### src/hdl/smi_pkg.sv
// ----------------------------------------------------------------------------
// smi_pkg
// Shared types and constants of the stack machine interpreter core.
// ----------------------------------------------------------------------------
package smi_pkg;

    typedef enum logic [3:0] {
        OP_PUSH  = 4'd0,
        OP_PALL  = 4'd1,
        OP_PINT  = 4'd2,
        OP_POP   = 4'd3,
        OP_SWAP  = 4'd4,
        OP_ADD   = 4'd5,
        OP_SUB   = 4'd6,
        OP_DIV   = 4'd7,
        OP_MUL   = 4'd8,
        OP_MOD   = 4'd9,
        OP_PCHAR = 4'd10,
        OP_PSTR  = 4'd11,
        OP_ROTL  = 4'd12,
        OP_ROTR  = 4'd13,
        OP_NOP   = 4'd14
    } op_t;

    typedef enum logic [2:0] {
        KIND_INT    = 3'd0,
        KIND_CHAR   = 3'd1,
        KIND_STRCH  = 3'd2,
        KIND_STREND = 3'd3,
        KIND_ERR    = 3'd4
    } kind_t;

    typedef enum logic [2:0] {
        ST_OK     = 3'd0,
        ST_EMPTY  = 3'd1,
        ST_SHORT  = 3'd2,
        ST_DIVZ   = 3'd3,
        ST_CHAR   = 3'd4,
        ST_FULL   = 3'd5,
        ST_HALTED = 3'd6
    } status_t;

    typedef struct packed {
        op_t                op;
        logic signed [31:0] value;
    } cmd_t;

    typedef struct packed {
        kind_t              kind;
        logic signed [31:0] value;
        status_t            status;
        logic               last;
    } res_t;

    typedef struct packed {
        logic halted;
        logic busy;
    } stat_t;

    localparam int QUEUE_AW    = 2;
    localparam int QUEUE_DEPTH = 1 << QUEUE_AW;

    localparam logic [2:0] REG_PUSH_AT_BOTTOM = 3'd0;

endpackage

### src/hdl/smi_front.sv
// ----------------------------------------------------------------------------
// smi_front
// Command intake: decodes the mode field and queues commands for the back end.
// ----------------------------------------------------------------------------
module smi_front (
    input  logic                clk,
    input  logic                rst_n,
    input  logic [3:0]          mode,
    input  logic signed [31:0]  push_value,
    input  logic                push,
    output logic                full,
    input  logic                cmd_pop,
    output smi_pkg::cmd_t       cmd,
    output logic                cmd_empty
);
    import smi_pkg::*;

    cmd_t                   q_mem [QUEUE_DEPTH];
    logic [QUEUE_AW-1:0]    wptr_reg;
    logic [QUEUE_AW-1:0]    rptr_reg;
    logic [QUEUE_AW:0]      cnt_reg;
    cmd_t                   dec;
    logic                   wr_en;
    logic                   rd_en;

    always_comb
    begin
        dec.op    = (mode > 4'(OP_NOP)) ? OP_NOP : op_t'(mode);
        dec.value = push_value;
    end

    assign full      = (cnt_reg == (QUEUE_AW+1)'(QUEUE_DEPTH));
    assign cmd_empty = (cnt_reg == '0);
    assign wr_en     = push && !full;
    assign rd_en     = cmd_pop && !cmd_empty;
    assign cmd       = q_mem[rptr_reg];

    always_ff @(posedge clk)
    begin
        if (wr_en)
        begin
            q_mem[wptr_reg] <= dec;
        end
    end

    always_ff @(posedge clk or negedge rst_n)
    begin
        if (!rst_n)
        begin
            wptr_reg <= '0;
            rptr_reg <= '0;
            cnt_reg  <= '0;
        end
        else
        begin
            if (wr_en)
            begin
                wptr_reg <= wptr_reg + 1'b1;
            end
            if (rd_en)
            begin
                rptr_reg <= rptr_reg + 1'b1;
            end
            if (wr_en && !rd_en)
            begin
                cnt_reg <= cnt_reg + 1'b1;
            end
            else if (rd_en && !wr_en)
            begin
                cnt_reg <= cnt_reg - 1'b1;
            end
        end
    end

endmodule

### src/hdl/smi_alu.sv
// ----------------------------------------------------------------------------
// smi_alu
// Iterative multiply, divide and modulo unit, one bit per cycle.
// ----------------------------------------------------------------------------
module smi_alu #(
    parameter int W = 32
) (
    input  logic                clk,
    input  logic                rst_n,
    input  logic                start,
    input  smi_pkg::op_t        op,
    input  logic signed [W-1:0] a,
    input  logic signed [W-1:0] b,
    output logic                done,
    output logic signed [W-1:0] result
);
    import smi_pkg::*;

    localparam int CNTW = $clog2(W + 1);

    typedef enum logic [1:0] {A_IDLE, A_RUN, A_DONE} astate_t;

    astate_t        state_reg;
    op_t            op_reg;
    logic [W-1:0]   x_reg;
    logic [W-1:0]   y_reg;
    logic [W:0]     acc_reg;
    logic           na_reg;
    logic           nb_reg;
    logic [CNTW-1:0] cnt_reg;
    logic [W:0]     sh;
    logic [W-1:0]   q_neg;
    logic [W-1:0]   r_neg;

    assign sh    = {acc_reg[W-1:0], x_reg[W-1]};
    assign q_neg = W'(0) - x_reg;
    assign r_neg = W'(0) - acc_reg[W-1:0];
    assign done  = (state_reg == A_DONE);

    always_comb
    begin
        case (op_reg)
            OP_MUL:  result = acc_reg[W-1:0];
            OP_DIV:  result = (na_reg != nb_reg) ? q_neg : x_reg;
            default: result = na_reg ? r_neg : acc_reg[W-1:0];
        endcase
    end

    always_ff @(posedge clk or negedge rst_n)
    begin
        if (!rst_n)
        begin
            state_reg <= A_IDLE;
            cnt_reg   <= '0;
        end
        else
        begin
            case (state_reg)
                A_IDLE:
                begin
                    if (start)
                    begin
                        state_reg <= A_RUN;
                        cnt_reg   <= '0;
                    end
                end
                A_RUN:
                begin
                    cnt_reg <= cnt_reg + 1'b1;
                    if (cnt_reg == CNTW'(W - 1))
                    begin
                        state_reg <= A_DONE;
                    end
                end
                default:
                begin
                    state_reg <= A_IDLE;
                end
            endcase
        end
    end

    always_ff @(posedge clk)
    begin
        if (state_reg == A_IDLE && start)
        begin
            op_reg  <= op;
            acc_reg <= '0;
            na_reg  <= a[W-1];
            nb_reg  <= b[W-1];
            if (op == OP_MUL)
            begin
                x_reg <= a;
                y_reg <= b;
            end
            else
            begin
                x_reg <= a[W-1] ? W'(0) - a : a;
                y_reg <= b[W-1] ? W'(0) - b : b;
            end
        end
        else if (state_reg == A_RUN)
        begin
            if (op_reg == OP_MUL)
            begin
                if (x_reg[0])
                begin
                    acc_reg <= {1'b0, acc_reg[W-1:0] + y_reg};
                end
                x_reg <= x_reg >> 1;
                y_reg <= y_reg << 1;
            end
            else if (sh >= {1'b0, y_reg})
            begin
                acc_reg <= sh - {1'b0, y_reg};
                x_reg   <= {x_reg[W-2:0], 1'b1};
            end
            else
            begin
                acc_reg <= sh;
                x_reg   <= {x_reg[W-2:0], 1'b0};
            end
        end
    end

endmodule

### src/hdl/smi_outq.sv
// ----------------------------------------------------------------------------
// smi_outq
// Result queue between the execution back end and the result ports.
// ----------------------------------------------------------------------------
module smi_outq (
    input  logic            clk,
    input  logic            rst_n,
    input  logic            res_push,
    input  smi_pkg::res_t   res_in,
    output logic            res_full,
    input  logic            pop,
    output logic            empty,
    output smi_pkg::res_t   res_out
);
    import smi_pkg::*;

    res_t                   q_mem [QUEUE_DEPTH];
    logic [QUEUE_AW-1:0]    wptr_reg;
    logic [QUEUE_AW-1:0]    rptr_reg;
    logic [QUEUE_AW:0]      cnt_reg;
    logic                   wr_en;
    logic                   rd_en;

    assign res_full = (cnt_reg == (QUEUE_AW+1)'(QUEUE_DEPTH));
    assign empty    = (cnt_reg == '0);
    assign wr_en    = res_push && !res_full;
    assign rd_en    = pop && !empty;
    assign res_out  = q_mem[rptr_reg];

    always_ff @(posedge clk)
    begin
        if (wr_en)
        begin
            q_mem[wptr_reg] <= res_in;
        end
    end

    always_ff @(posedge clk or negedge rst_n)
    begin
        if (!rst_n)
        begin
            wptr_reg <= '0;
            rptr_reg <= '0;
            cnt_reg  <= '0;
        end
        else
        begin
            if (wr_en)
            begin
                wptr_reg <= wptr_reg + 1'b1;
            end
            if (rd_en)
            begin
                rptr_reg <= rptr_reg + 1'b1;
            end
            if (wr_en && !rd_en)
            begin
                cnt_reg <= cnt_reg + 1'b1;
            end
            else if (rd_en && !wr_en)
            begin
                cnt_reg <= cnt_reg - 1'b1;
            end
        end
    end

endmodule

### src/hdl/smi_back.sv
// ----------------------------------------------------------------------------
// smi_back
// Execution sequencer: circular stack memory, command steps and result beats.
// ----------------------------------------------------------------------------
module smi_back #(
    parameter int DEPTH = 32,
    parameter int W     = 32
) (
    input  logic            clk,
    input  logic            rst_n,
    input  logic            push_at_bottom,
    input  smi_pkg::cmd_t   cmd,
    input  logic            cmd_empty,
    output logic            cmd_pop,
    output smi_pkg::res_t   res,
    output logic            res_push,
    input  logic            res_full,
    output smi_pkg::stat_t  stat
);
    import smi_pkg::*;

    localparam int IW = $clog2(DEPTH);
    localparam int CW = $clog2(DEPTH + 1);
    localparam logic signed [W-1:0] CHAR_MAX = W'(127);

    typedef enum logic [3:0] {
        S_IDLE, S_RD1, S_RD2, S_SWAP, S_ALU, S_WALK_RD, S_WALK_CHK, S_STREND, S_EMIT
    } state_t;

    state_t             state_reg, state_next;
    state_t             ret_reg, ret_next;
    logic [IW-1:0]      top_reg, top_next;
    logic [CW-1:0]      count_reg, count_next;
    logic               halted_reg, halted_next;
    op_t                op_reg, op_next;
    logic signed [W-1:0] b_reg, b_next;
    logic [CW-1:0]      idx_reg, idx_next;
    res_t               res_reg, res_next;

    logic signed [W-1:0] mem [DEPTH];
    logic signed [W-1:0] rd_data;
    logic [IW-1:0]      raddr;
    logic [IW-1:0]      waddr;
    logic signed [W-1:0] wdata;
    logic               mem_we;

    logic               alu_start;
    logic               alu_done;
    logic signed [W-1:0] alu_result;

    logic               do_fail;
    status_t            fail_status;
    logic [IW-1:0]      slot1;
    logic [IW-1:0]      slotc;
    logic [IW-1:0]      slotlast;
    logic [IW-1:0]      topm1;
    logic signed [W-1:0] pushv;

    function automatic logic [IW-1:0] slot_of(input logic [IW-1:0] t, input logic [CW-1:0] i);
        logic [IW:0] s;
        s = {1'b0, t} + (IW+1)'(i);
        if (s >= (IW+1)'(DEPTH))
        begin
            s = s - (IW+1)'(DEPTH);
        end
        return s[IW-1:0];
    endfunction

    function automatic logic is_strch(input logic signed [W-1:0] v);
        return !v[W-1] && (v != '0) && (v <= CHAR_MAX);
    endfunction

    function automatic res_t mk_res(input kind_t k, input logic signed [W-1:0] v,
                                    input logic l);
        res_t r;
        r.kind   = k;
        r.value  = 32'(v);
        r.status = ST_OK;
        r.last   = l;
        return r;
    endfunction

    smi_alu #(.W(W)) u_alu (
        .clk    (clk),
        .rst_n  (rst_n),
        .start  (alu_start),
        .op     (op_reg),
        .a      (rd_data),
        .b      (b_reg),
        .done   (alu_done),
        .result (alu_result)
    );

    assign slot1    = slot_of(top_reg, CW'(1));
    assign slotc    = slot_of(top_reg, count_reg);
    assign slotlast = slot_of(top_reg, count_reg - 1'b1);
    assign topm1    = (top_reg == '0) ? IW'(DEPTH - 1) : top_reg - 1'b1;
    assign pushv    = W'(cmd.value);
    assign res      = res_reg;
    assign stat.halted = halted_reg;
    assign stat.busy   = (state_reg != S_IDLE);

    always_comb
    begin
        state_next  = state_reg;
        ret_next    = ret_reg;
        top_next    = top_reg;
        count_next  = count_reg;
        halted_next = halted_reg;
        op_next     = op_reg;
        b_next      = b_reg;
        idx_next    = idx_reg;
        res_next    = res_reg;
        raddr       = top_reg;
        waddr       = top_reg;
        wdata       = b_reg;
        mem_we      = 1'b0;
        cmd_pop     = 1'b0;
        alu_start   = 1'b0;
        res_push    = 1'b0;
        do_fail     = 1'b0;
        fail_status = ST_OK;

        case (state_reg)
            S_IDLE:
            begin
                if (!cmd_empty)
                begin
                    cmd_pop  = 1'b1;
                    op_next  = cmd.op;
                    idx_next = '0;
                    if (halted_reg)
                    begin
                        do_fail     = 1'b1;
                        fail_status = ST_HALTED;
                    end
                    else
                    begin
                        case (cmd.op)
                            OP_PUSH:
                            begin
                                if (count_reg == CW'(DEPTH))
                                begin
                                    do_fail     = 1'b1;
                                    fail_status = ST_FULL;
                                end
                                else
                                begin
                                    mem_we     = 1'b1;
                                    wdata      = pushv;
                                    count_next = count_reg + 1'b1;
                                    if (push_at_bottom)
                                    begin
                                        waddr = slotc;
                                    end
                                    else
                                    begin
                                        waddr    = topm1;
                                        top_next = topm1;
                                    end
                                end
                            end
                            OP_PALL:
                            begin
                                if (count_reg != '0)
                                begin
                                    state_next = S_WALK_RD;
                                end
                            end
                            OP_PSTR:
                            begin
                                state_next = (count_reg == '0) ? S_STREND : S_WALK_RD;
                            end
                            OP_PINT, OP_PCHAR:
                            begin
                                if (count_reg == '0)
                                begin
                                    do_fail     = 1'b1;
                                    fail_status = ST_EMPTY;
                                end
                                else
                                begin
                                    state_next = S_RD1;
                                end
                            end
                            OP_POP:
                            begin
                                if (count_reg == '0)
                                begin
                                    do_fail     = 1'b1;
                                    fail_status = ST_EMPTY;
                                end
                                else
                                begin
                                    top_next   = slot1;
                                    count_next = count_reg - 1'b1;
                                end
                            end
                            OP_SWAP, OP_ADD, OP_SUB, OP_DIV, OP_MUL, OP_MOD:
                            begin
                                if (count_reg < CW'(2))
                                begin
                                    do_fail     = 1'b1;
                                    fail_status = ST_SHORT;
                                end
                                else
                                begin
                                    state_next = S_RD1;
                                end
                            end
                            OP_ROTL:
                            begin
                                if (count_reg >= CW'(2))
                                begin
                                    state_next = S_RD1;
                                end
                            end
                            OP_ROTR:
                            begin
                                if (count_reg >= CW'(2))
                                begin
                                    raddr      = slotlast;
                                    state_next = S_RD1;
                                end
                            end
                            default:
                            begin
                            end
                        endcase
                    end
                end
            end
            S_RD1:
            begin
                b_next = rd_data;
                case (op_reg)
                    OP_PINT:
                    begin
                        res_next   = mk_res(KIND_INT, rd_data, 1'b1);
                        ret_next   = S_IDLE;
                        state_next = S_EMIT;
                    end
                    OP_PCHAR:
                    begin
                        if (rd_data[W-1] || rd_data > CHAR_MAX)
                        begin
                            do_fail     = 1'b1;
                            fail_status = ST_CHAR;
                        end
                        else
                        begin
                            res_next   = mk_res(KIND_CHAR, rd_data, 1'b1);
                            ret_next   = S_IDLE;
                            state_next = S_EMIT;
                        end
                    end
                    OP_ROTL:
                    begin
                        mem_we     = 1'b1;
                        waddr      = slotc;
                        wdata      = rd_data;
                        top_next   = slot1;
                        state_next = S_IDLE;
                    end
                    OP_ROTR:
                    begin
                        mem_we     = 1'b1;
                        waddr      = topm1;
                        wdata      = rd_data;
                        top_next   = topm1;
                        state_next = S_IDLE;
                    end
                    default:
                    begin
                        raddr      = slot1;
                        state_next = S_RD2;
                    end
                endcase
            end
            S_RD2:
            begin
                state_next = S_IDLE;
                case (op_reg)
                    OP_SWAP:
                    begin
                        mem_we     = 1'b1;
                        waddr      = top_reg;
                        wdata      = rd_data;
                        state_next = S_SWAP;
                    end
                    OP_ADD, OP_SUB:
                    begin
                        mem_we     = 1'b1;
                        waddr      = slot1;
                        wdata      = (op_reg == OP_ADD) ? rd_data + b_reg : rd_data - b_reg;
                        top_next   = slot1;
                        count_next = count_reg - 1'b1;
                    end
                    OP_DIV, OP_MOD:
                    begin
                        if (b_reg == '0)
                        begin
                            do_fail     = 1'b1;
                            fail_status = ST_DIVZ;
                        end
                        else
                        begin
                            alu_start  = 1'b1;
                            state_next = S_ALU;
                        end
                    end
                    OP_MUL:
                    begin
                        alu_start  = 1'b1;
                        state_next = S_ALU;
                    end
                    default:
                    begin
                    end
                endcase
            end
            S_SWAP:
            begin
                mem_we     = 1'b1;
                waddr      = slot1;
                wdata      = b_reg;
                state_next = S_IDLE;
            end
            S_ALU:
            begin
                if (alu_done)
                begin
                    mem_we     = 1'b1;
                    waddr      = slot1;
                    wdata      = alu_result;
                    top_next   = slot1;
                    count_next = count_reg - 1'b1;
                    state_next = S_IDLE;
                end
            end
            S_WALK_RD:
            begin
                raddr      = slot_of(top_reg, idx_reg);
                state_next = S_WALK_CHK;
            end
            S_WALK_CHK:
            begin
                idx_next   = idx_reg + 1'b1;
                state_next = S_EMIT;
                if (op_reg == OP_PALL)
                begin
                    res_next = mk_res(KIND_INT, rd_data, idx_next == count_reg);
                    ret_next = (idx_next == count_reg) ? S_IDLE : S_WALK_RD;
                end
                else if (is_strch(rd_data))
                begin
                    res_next = mk_res(KIND_STRCH, rd_data, 1'b0);
                    ret_next = (idx_next == count_reg) ? S_STREND : S_WALK_RD;
                end
                else
                begin
                    res_next = mk_res(KIND_STREND, '0, 1'b1);
                    ret_next = S_IDLE;
                end
            end
            S_STREND:
            begin
                res_next   = mk_res(KIND_STREND, '0, 1'b1);
                ret_next   = S_IDLE;
                state_next = S_EMIT;
            end
            S_EMIT:
            begin
                if (!res_full)
                begin
                    res_push   = 1'b1;
                    state_next = ret_reg;
                end
            end
            default:
            begin
                state_next = S_IDLE;
            end
        endcase

        if (do_fail)
        begin
            mem_we          = 1'b0;
            alu_start       = 1'b0;
            res_next        = mk_res(KIND_ERR, '0, 1'b1);
            res_next.status = fail_status;
            ret_next        = S_IDLE;
            state_next      = S_EMIT;
            if (fail_status != ST_HALTED)
            begin
                top_next    = '0;
                count_next  = '0;
                halted_next = 1'b1;
            end
            else
            begin
                top_next   = top_reg;
                count_next = count_reg;
            end
        end
    end

    always_ff @(posedge clk)
    begin
        rd_data <= mem[raddr];
        if (mem_we)
        begin
            mem[waddr] <= wdata;
        end
    end

    always_ff @(posedge clk or negedge rst_n)
    begin
        if (!rst_n)
        begin
            state_reg  <= S_IDLE;
            ret_reg    <= S_IDLE;
            top_reg    <= '0;
            count_reg  <= '0;
            halted_reg <= 1'b0;
        end
        else
        begin
            state_reg  <= state_next;
            ret_reg    <= ret_next;
            top_reg    <= top_next;
            count_reg  <= count_next;
            halted_reg <= halted_next;
        end
    end

    always_ff @(posedge clk)
    begin
        op_reg  <= op_next;
        b_reg   <= b_next;
        idx_reg <= idx_next;
        res_reg <= res_next;
    end

endmodule

### src/hdl/stack_machine_interpreter_core_top.sv
// ----------------------------------------------------------------------------
// stack_machine_interpreter_core_top
// Stack machine interpreter: command queue, execution back end, result queue.
//
// Commands enter a four-deep queue and results leave through a four-deep
// queue, so either side may stall without stopping the other. The back end
// runs one command at a time: push, pop, nop and rotate with fewer than two
// entries complete in the idle state; print top, print char and the rotates
// read one stack entry, and swap and the arithmetic commands read two, swap
// writing both back; mul, div and mod then wait on the bit-serial arithmetic
// unit. Each result beat waits in the emit state for room in the result queue;
// print all and print string walk the stack through its registered read port.
// The stack memory is not cleared at reset; entries are only read once written.
// ----------------------------------------------------------------------------
module stack_machine_interpreter_core_top #(
    parameter int DEPTH      = 32,
    parameter int WORD_WIDTH = 32
) (
    input  logic                clk,
    input  logic                rst_n,
    input  logic                psel,
    input  logic                penable,
    input  logic                pwrite,
    input  logic [2:0]          paddr,
    input  logic [31:0]         pwdata,
    output logic [31:0]         prdata,
    output logic                pready,
    input  logic [3:0]          mode,
    input  logic signed [31:0]  push_value,
    input  logic                push,
    output logic                full,
    output logic [2:0]          kind,
    output logic signed [31:0]  out_value,
    output logic [2:0]          status,
    output logic                last,
    output logic                empty,
    input  logic                pop
);
    import smi_pkg::*;

    logic   push_at_bottom_reg;
    cmd_t   cmd;
    logic   cq_empty;
    logic   cmd_pop;
    res_t   res_in;
    res_t   res_out;
    logic   oq_push;
    logic   oq_full;
    stat_t  stat;
    logic   cfg_hit;

    assign pready  = 1'b1;
    assign cfg_hit = (paddr[2] == REG_PUSH_AT_BOTTOM[0]);
    assign prdata  = cfg_hit ? {31'b0, push_at_bottom_reg} : 32'b0;

    always_ff @(posedge clk or negedge rst_n)
    begin
        if (!rst_n)
        begin
            push_at_bottom_reg <= 1'b0;
        end
        else if (psel && penable && pwrite && pready && cfg_hit)
        begin
            push_at_bottom_reg <= pwdata[0];
        end
    end

    smi_front u_front (
        .clk        (clk),
        .rst_n      (rst_n),
        .mode       (mode),
        .push_value (push_value),
        .push       (push),
        .full       (full),
        .cmd_pop    (cmd_pop),
        .cmd        (cmd),
        .cmd_empty  (cq_empty)
    );

    smi_back #(.DEPTH(DEPTH), .W(WORD_WIDTH)) u_back (
        .clk            (clk),
        .rst_n          (rst_n),
        .push_at_bottom (push_at_bottom_reg),
        .cmd            (cmd),
        .cmd_empty      (cq_empty),
        .cmd_pop        (cmd_pop),
        .res            (res_in),
        .res_push       (oq_push),
        .res_full       (oq_full),
        .stat           (stat)
    );

    smi_outq u_outq (
        .clk      (clk),
        .rst_n    (rst_n),
        .res_push (oq_push),
        .res_in   (res_in),
        .res_full (oq_full),
        .pop      (pop),
        .empty    (empty),
        .res_out  (res_out)
    );

    assign kind      = res_out.kind;
    assign out_value = res_out.value;
    assign status    = res_out.status;
    assign last      = res_out.last;

    a_no_push_full: assert property (@(posedge clk) disable iff (!rst_n)
        oq_push |-> !oq_full)
        else $error("result beat pushed into full queue");

    a_halt_sticks: assert property (@(posedge clk) disable iff (!rst_n)
        stat.halted |=> stat.halted)
        else $error("halt released without reset");

    a_pop_nonempty: assert property (@(posedge clk) disable iff (!rst_n)
        cmd_pop |-> !cq_empty)
        else $error("command taken from empty queue");

endmodule

### config.mk
export PLATFORM = sky130hd
export DESIGN_NAME = stack_machine_interpreter_core_top
export DESIGN_NICKNAME = d
export VERILOG_FILES = /design/src/hdl/smi_pkg.sv /design/src/hdl/smi_front.sv /design/src/hdl/smi_alu.sv /design/src/hdl/smi_outq.sv /design/src/hdl/smi_back.sv /design/src/hdl/stack_machine_interpreter_core_top.sv
export SDC_FILE = /design/constraint.sdc
export NUM_CORES = 2
export LEC_CHECK = 0
export BUFFER_PORTS_ARGS = -buffer_cell sky130_fd_sc_hd__buf_4
export CAP_MARGIN = 30
export CELL_PAD_IN_SITES_DETAIL_PLACEMENT = 1
export CELL_PAD_IN_SITES_GLOBAL_PLACEMENT = 2
export CORE_MARGIN = 2
export CORE_UTILIZATION = 49
export CTS_BUF_LIST = sky130_fd_sc_hd__clkbuf_2 sky130_fd_sc_hd__clkbuf_4 sky130_fd_sc_hd__clkbuf_8
export DETAILED_ROUTE_END_ITERATION = 12
export PLACE_DENSITY = 0.95
export SKIP_CTS_REPAIR_TIMING = 1
export SYNTH_ARGS = -nofsm -noshare
export SYNTH_HDL_FRONTEND = slang
export SYNTH_SLANG_ARGS = --single-unit
### constraint.sdc
create_clock -name clk -period 17.1 [get_ports clk]
set_input_delay 1.71 -clock clk [delete_from_list [all_inputs] [get_ports clk]]
set_output_delay 1.71 -clock clk [all_outputs]
set_load 0.01 [all_outputs]
==> impl_metrics.py <==
metrics = {
    "cts": {
        "clockBufferDepth": 4,
        "cts_made_buffers": 274,
        "cts_root_buf": "clkbuf_8",
        "htreeDepth": 5,
        "clkSinkCount": 1580,
        "clkSlewWorstSetupHoldPaths_ps": 90,
        "cts_tree": "built",
        "insertion_delay_ps": 1000,
    },
    "final_layout": {
        "stdcell_area_um2": 81100,
        "regMostFlops": "u_back.mem",
        "largest_reg_flops": 1024,
        "syn2layout_area_growth_pct": 11.9,
        "top_regs": "u_back.mem: 1024 flops, u_outq.q_mem: 156 flops, u_front.q_mem: 144 flops",
        "nets": 6288,
        "drive_gt1_frac": 0.141,
    },
    "synthesis": {
        "yosys_warnings": 0,
        "synth_edf_count": 1439,
        "synth_area_per_cell_um2": 12.2,
        "syn-cell-area_um2": 72500,
        "yosysTopAreaCellShare": 0.596,
        "synthCells": 5917,
        "synth.area.top_cells": "edfxtp_1 (60%), nand2_1 (5.7%), a21oi_1 (3.1%), a32oi_1 (3.0%), dfxtp_1 (2.8%)",
        "ys_seq_area_frac": 0.638,
        "yosysUniqueCellTypes": 101,
        "ys.flop_type": "edfxtp_1",
        "synth_area_leader_cell": "edfxtp_1",
        "async_flop_share": 0.0259,
        "ys_seq_elements": 1580,
    },
    "routing": {
        "avgRoutedWirePerCell_um": 30.4,
        "drc": 0,
        "drtIter0Drc": 6384,
        "first_pass_iters": 6,
        "ant_nets": 0,
        "avgViaCountPerCell": 6.54,
        "wl_um": 249000,
        "vias": 53600,
    },
    "floorplanning": {
        "dieArea_um2": 151000,
        "row_count": 141,
        "core-area_um2": 147000,
        "die_w_um": 389,
        "fp.dieH_um": 389,
        "io-pin-count": 152,
        "start_util": 0.492,
    },
    "grt": {
        "grt_pass1_wl_um": 363000,
        "grt_max_degree": 177,
        "grt_pass1_vias": 55300,
        "grt_overflow_total": 0,
        "grt_antenna_before_repair": 14,
        "grt_use_total": 0.323,
    },
    "timing": {
        "slew-limit-headroom": 0.178,
        "final-max-slew-violation-count": 0,
        "fin_crit_ps": 7190,
        "timing.hold.ws_ps": 498,
        "rsz0062_at_grt": "no",
        "max_freq_mhz": 139,
        "clock_skew_ps": 86.2,
        "fin_setup_tns_ps": 0,
        "setup_viol": 0,
        "post-route-period-util": 0.421,
        "finalHoldViolCount": 0,
        "worst_slew_pin_slew_ps": 1230,
    },
    "place": {
        "globalplace.congestion": 0.941,
        "io_buffers": 86,
        "dp_hpwl_um": 148000,
        "placed_cell_area_um2": 75600,
    },
    "pwr": {
        "p_leak_uw": 0.0280,
        "ir_drop_mv": 0.220,
        "power_density_nw_per_um2": 210,
        "p_total_uw": 17000,
    },
    "run_status": {
        "status": "finished, final reports clean",
    },
    "min_path": {
        "hold_path_class": "reg -> reg",
    },
    "critical_path": {
        "crit_path_max_fanout": 72,
        "crit_slowest_cell": "and3_4",
        "start_kind": "register",
        "path_common_cell": "buf_4",
        "path_depth": 13,
        "cp_data_required_time_ps": 17910,
        "worstSetupStartpoint": "u_front.rptr_reg[0]$_DFFE_PN0P_",
        "worst_setup_path_end_kind": "register",
        "r2r-end": "u_back.rd_data[15]$_DFF_P_",
        "reg2reg_depth": 13,
        "crit_type": "reg -> reg",
        "path_cells": "buf_4, mux4_2, or3_1, or3_1, nand3_2, and3_4, buf_4, buf_4, buf_4, nand2_1, a32oi_1, o22ai_1, nor4_1",
        "reg2reg_from": "u_front.rptr_reg[0]$_DFFE_PN0P_",
        "crit_family": "buffers and inverters",
        "reg2reg_slack_ps": 9910,
        "critical_path_buf_inv_count": 4,
        "max_stage_delay_ps": 820,
        "endpoint": "u_back.rd_data[15]$_DFF_P_",
        "arrival_ps": 8010,
    },
    "run": {
        "max_cap_violations": 0,
    },
}
[area by class of cell]
| type | count | area, um^2 |
|---|---|---|
| Sequential cell | 1580 | 46200 |
| Tap cell | 1930 | 2410 |
| Clock inverter | 79 | 462 |
| Antenna cell | 3 | 7.51 |
| Multi-Input combinational cell | 3856 | 24400 |
| Inverter | 102 | 383 |
| Clock buffer | 393 | 4780 |
| Timing Repair Buffer | 254 | 2390 |
| Fill cell | 14700 | 66200 |
[stage by stage]
| step | util | cells | worst slack (ps) |
|---|---|---|---|
| final | 0.551 | 8197 | 9910 |
| after global routing | 0.551 | 8197 | 9560 |
| after CTS | 0.549 | 8184 | 10010 |
| after detailed placement | 0.513 | 7712 | 10030 |
| after global placement | 0.510 | 7686 | 10290 |
| after floorplan | - | 5947 | 10250 |
[layout by cell type, fill, tap and decap left out, drive strengths merged, types with 41 or more instances in the layout]
cell type / n
a21o: 51
xor2: 121
mux4: 76
o21ai: 231
nor4: 59
nor2: 326
o22ai: 147
clkbuf: 394
edfxtp: 1439
inv: 105
clkinv: 69
dfrtp: 41
a21oi: 456
buf: 253
nor3: 61
nand3: 70
dfxtp: 100
a31oi: 57
ha: 134
xnor2: 141
a32oi: 252
nand2: 1095
[worst register-to-register path: stages, from the launching register on]
cell and delay [ps]:
dfrtp_2 340, buf_4 610, mux4_2 790, or3_1 380, or3_1 540, nand3_2 260
and3_4 830, buf_4 720, buf_4 780, buf_4 750, nand2_1 160, a32oi_1 290
o22ai_1 120, nor4_1 460
[cell usage after synthesis (all sizes together), types with 11 or more instances]
cell	count
mux4	76
o31ai	26
ha	134
and2	25
nand3	70
o21a	18
a21oi	456
a211oi	40
nand2b	37
edfxtp	1439
a222oi	16
a32oi	252
a31oi	57
a21o	51
o21ai	231
nor2b	24
o22ai	147
or3	23
nand2	1095
o221ai	19
or2	11
dfxtp	100
buf	151
o211ai	37
dfrtp	41
inv	101
a221o	11
nor3	61
clkbuf	258
a221oi	16
nor2	326
a22o	34
mux2i	29
xor2	121
nand4	24
and3	13
xnor2	141
nor4	59
[routing by layer]
| metal | track usage | vias up | share of wire |
|---|---|---|---|
| li1 | - | 22700 | - |
| met1 | 0.403 | 27200 | 0.38 |
| met2 | 0.532 | 2899 | 0.48 |
| met3 | 0.0584 | 816 | 0.083 |
| met4 | 0.184 | 14 | 0.061 |
| met5 | 0 | - | 0.00043 |
[kinds of logic after synthesis]
family	after synthesis	share of synthesized area
adders and majority gates	142	0.0253
muxes	109	0.0282
DFF	1580	0.638
xor gates and xnor gates	262	0.0317
other	2	0.000104
buffers and inverters	511	0.0322
and+or+nand+nor	1815	0.108
AOI/OAI and AO/OA	1496	0.136
[where the power goes]
part / internal [uW] / total (uW) / switching (uW)
combinational: 2580 / 8030 / 5440
sequential: 5140 / 5550 / 410
clock: 1860 / 3440 / 1580
[worst min-delay path by stage]
| stage | cells after the start | from | slack [ps] | to |
|---|---|---|---|---|
| finish | 0 | u_back.res[36]$_SDFFE_PP0P_ | 500 | u_outq.q_mem[0][36]$_DFFE_PP_ |
| CTS | 0 | u_back.res[36]$_SDFFE_PP0P_ | 500 | u_outq.q_mem[0][36]$_DFFE_PP_ |
| floorplan | 0 | u_back.op_reg[2]$_DFFE_PP_ | 420 | u_back.u_alu.op_reg[2]$_DFFE_PP_ |
| global route | 0 | u_back.res[36]$_SDFFE_PP0P_ | 510 | u_outq.q_mem[0][36]$_DFFE_PP_ |
| detailed placement | 0 | u_back.res[2]$_SDFFCE_PN0P_ | 500 | u_outq.q_mem[1][2]$_DFFE_PP_ |
| global placement | 0 | u_back.res[2]$_SDFFCE_PN0P_ | 470 | u_outq.q_mem[2][2]$_DFFE_PP_ |
(Power assumes the default switching activity.)
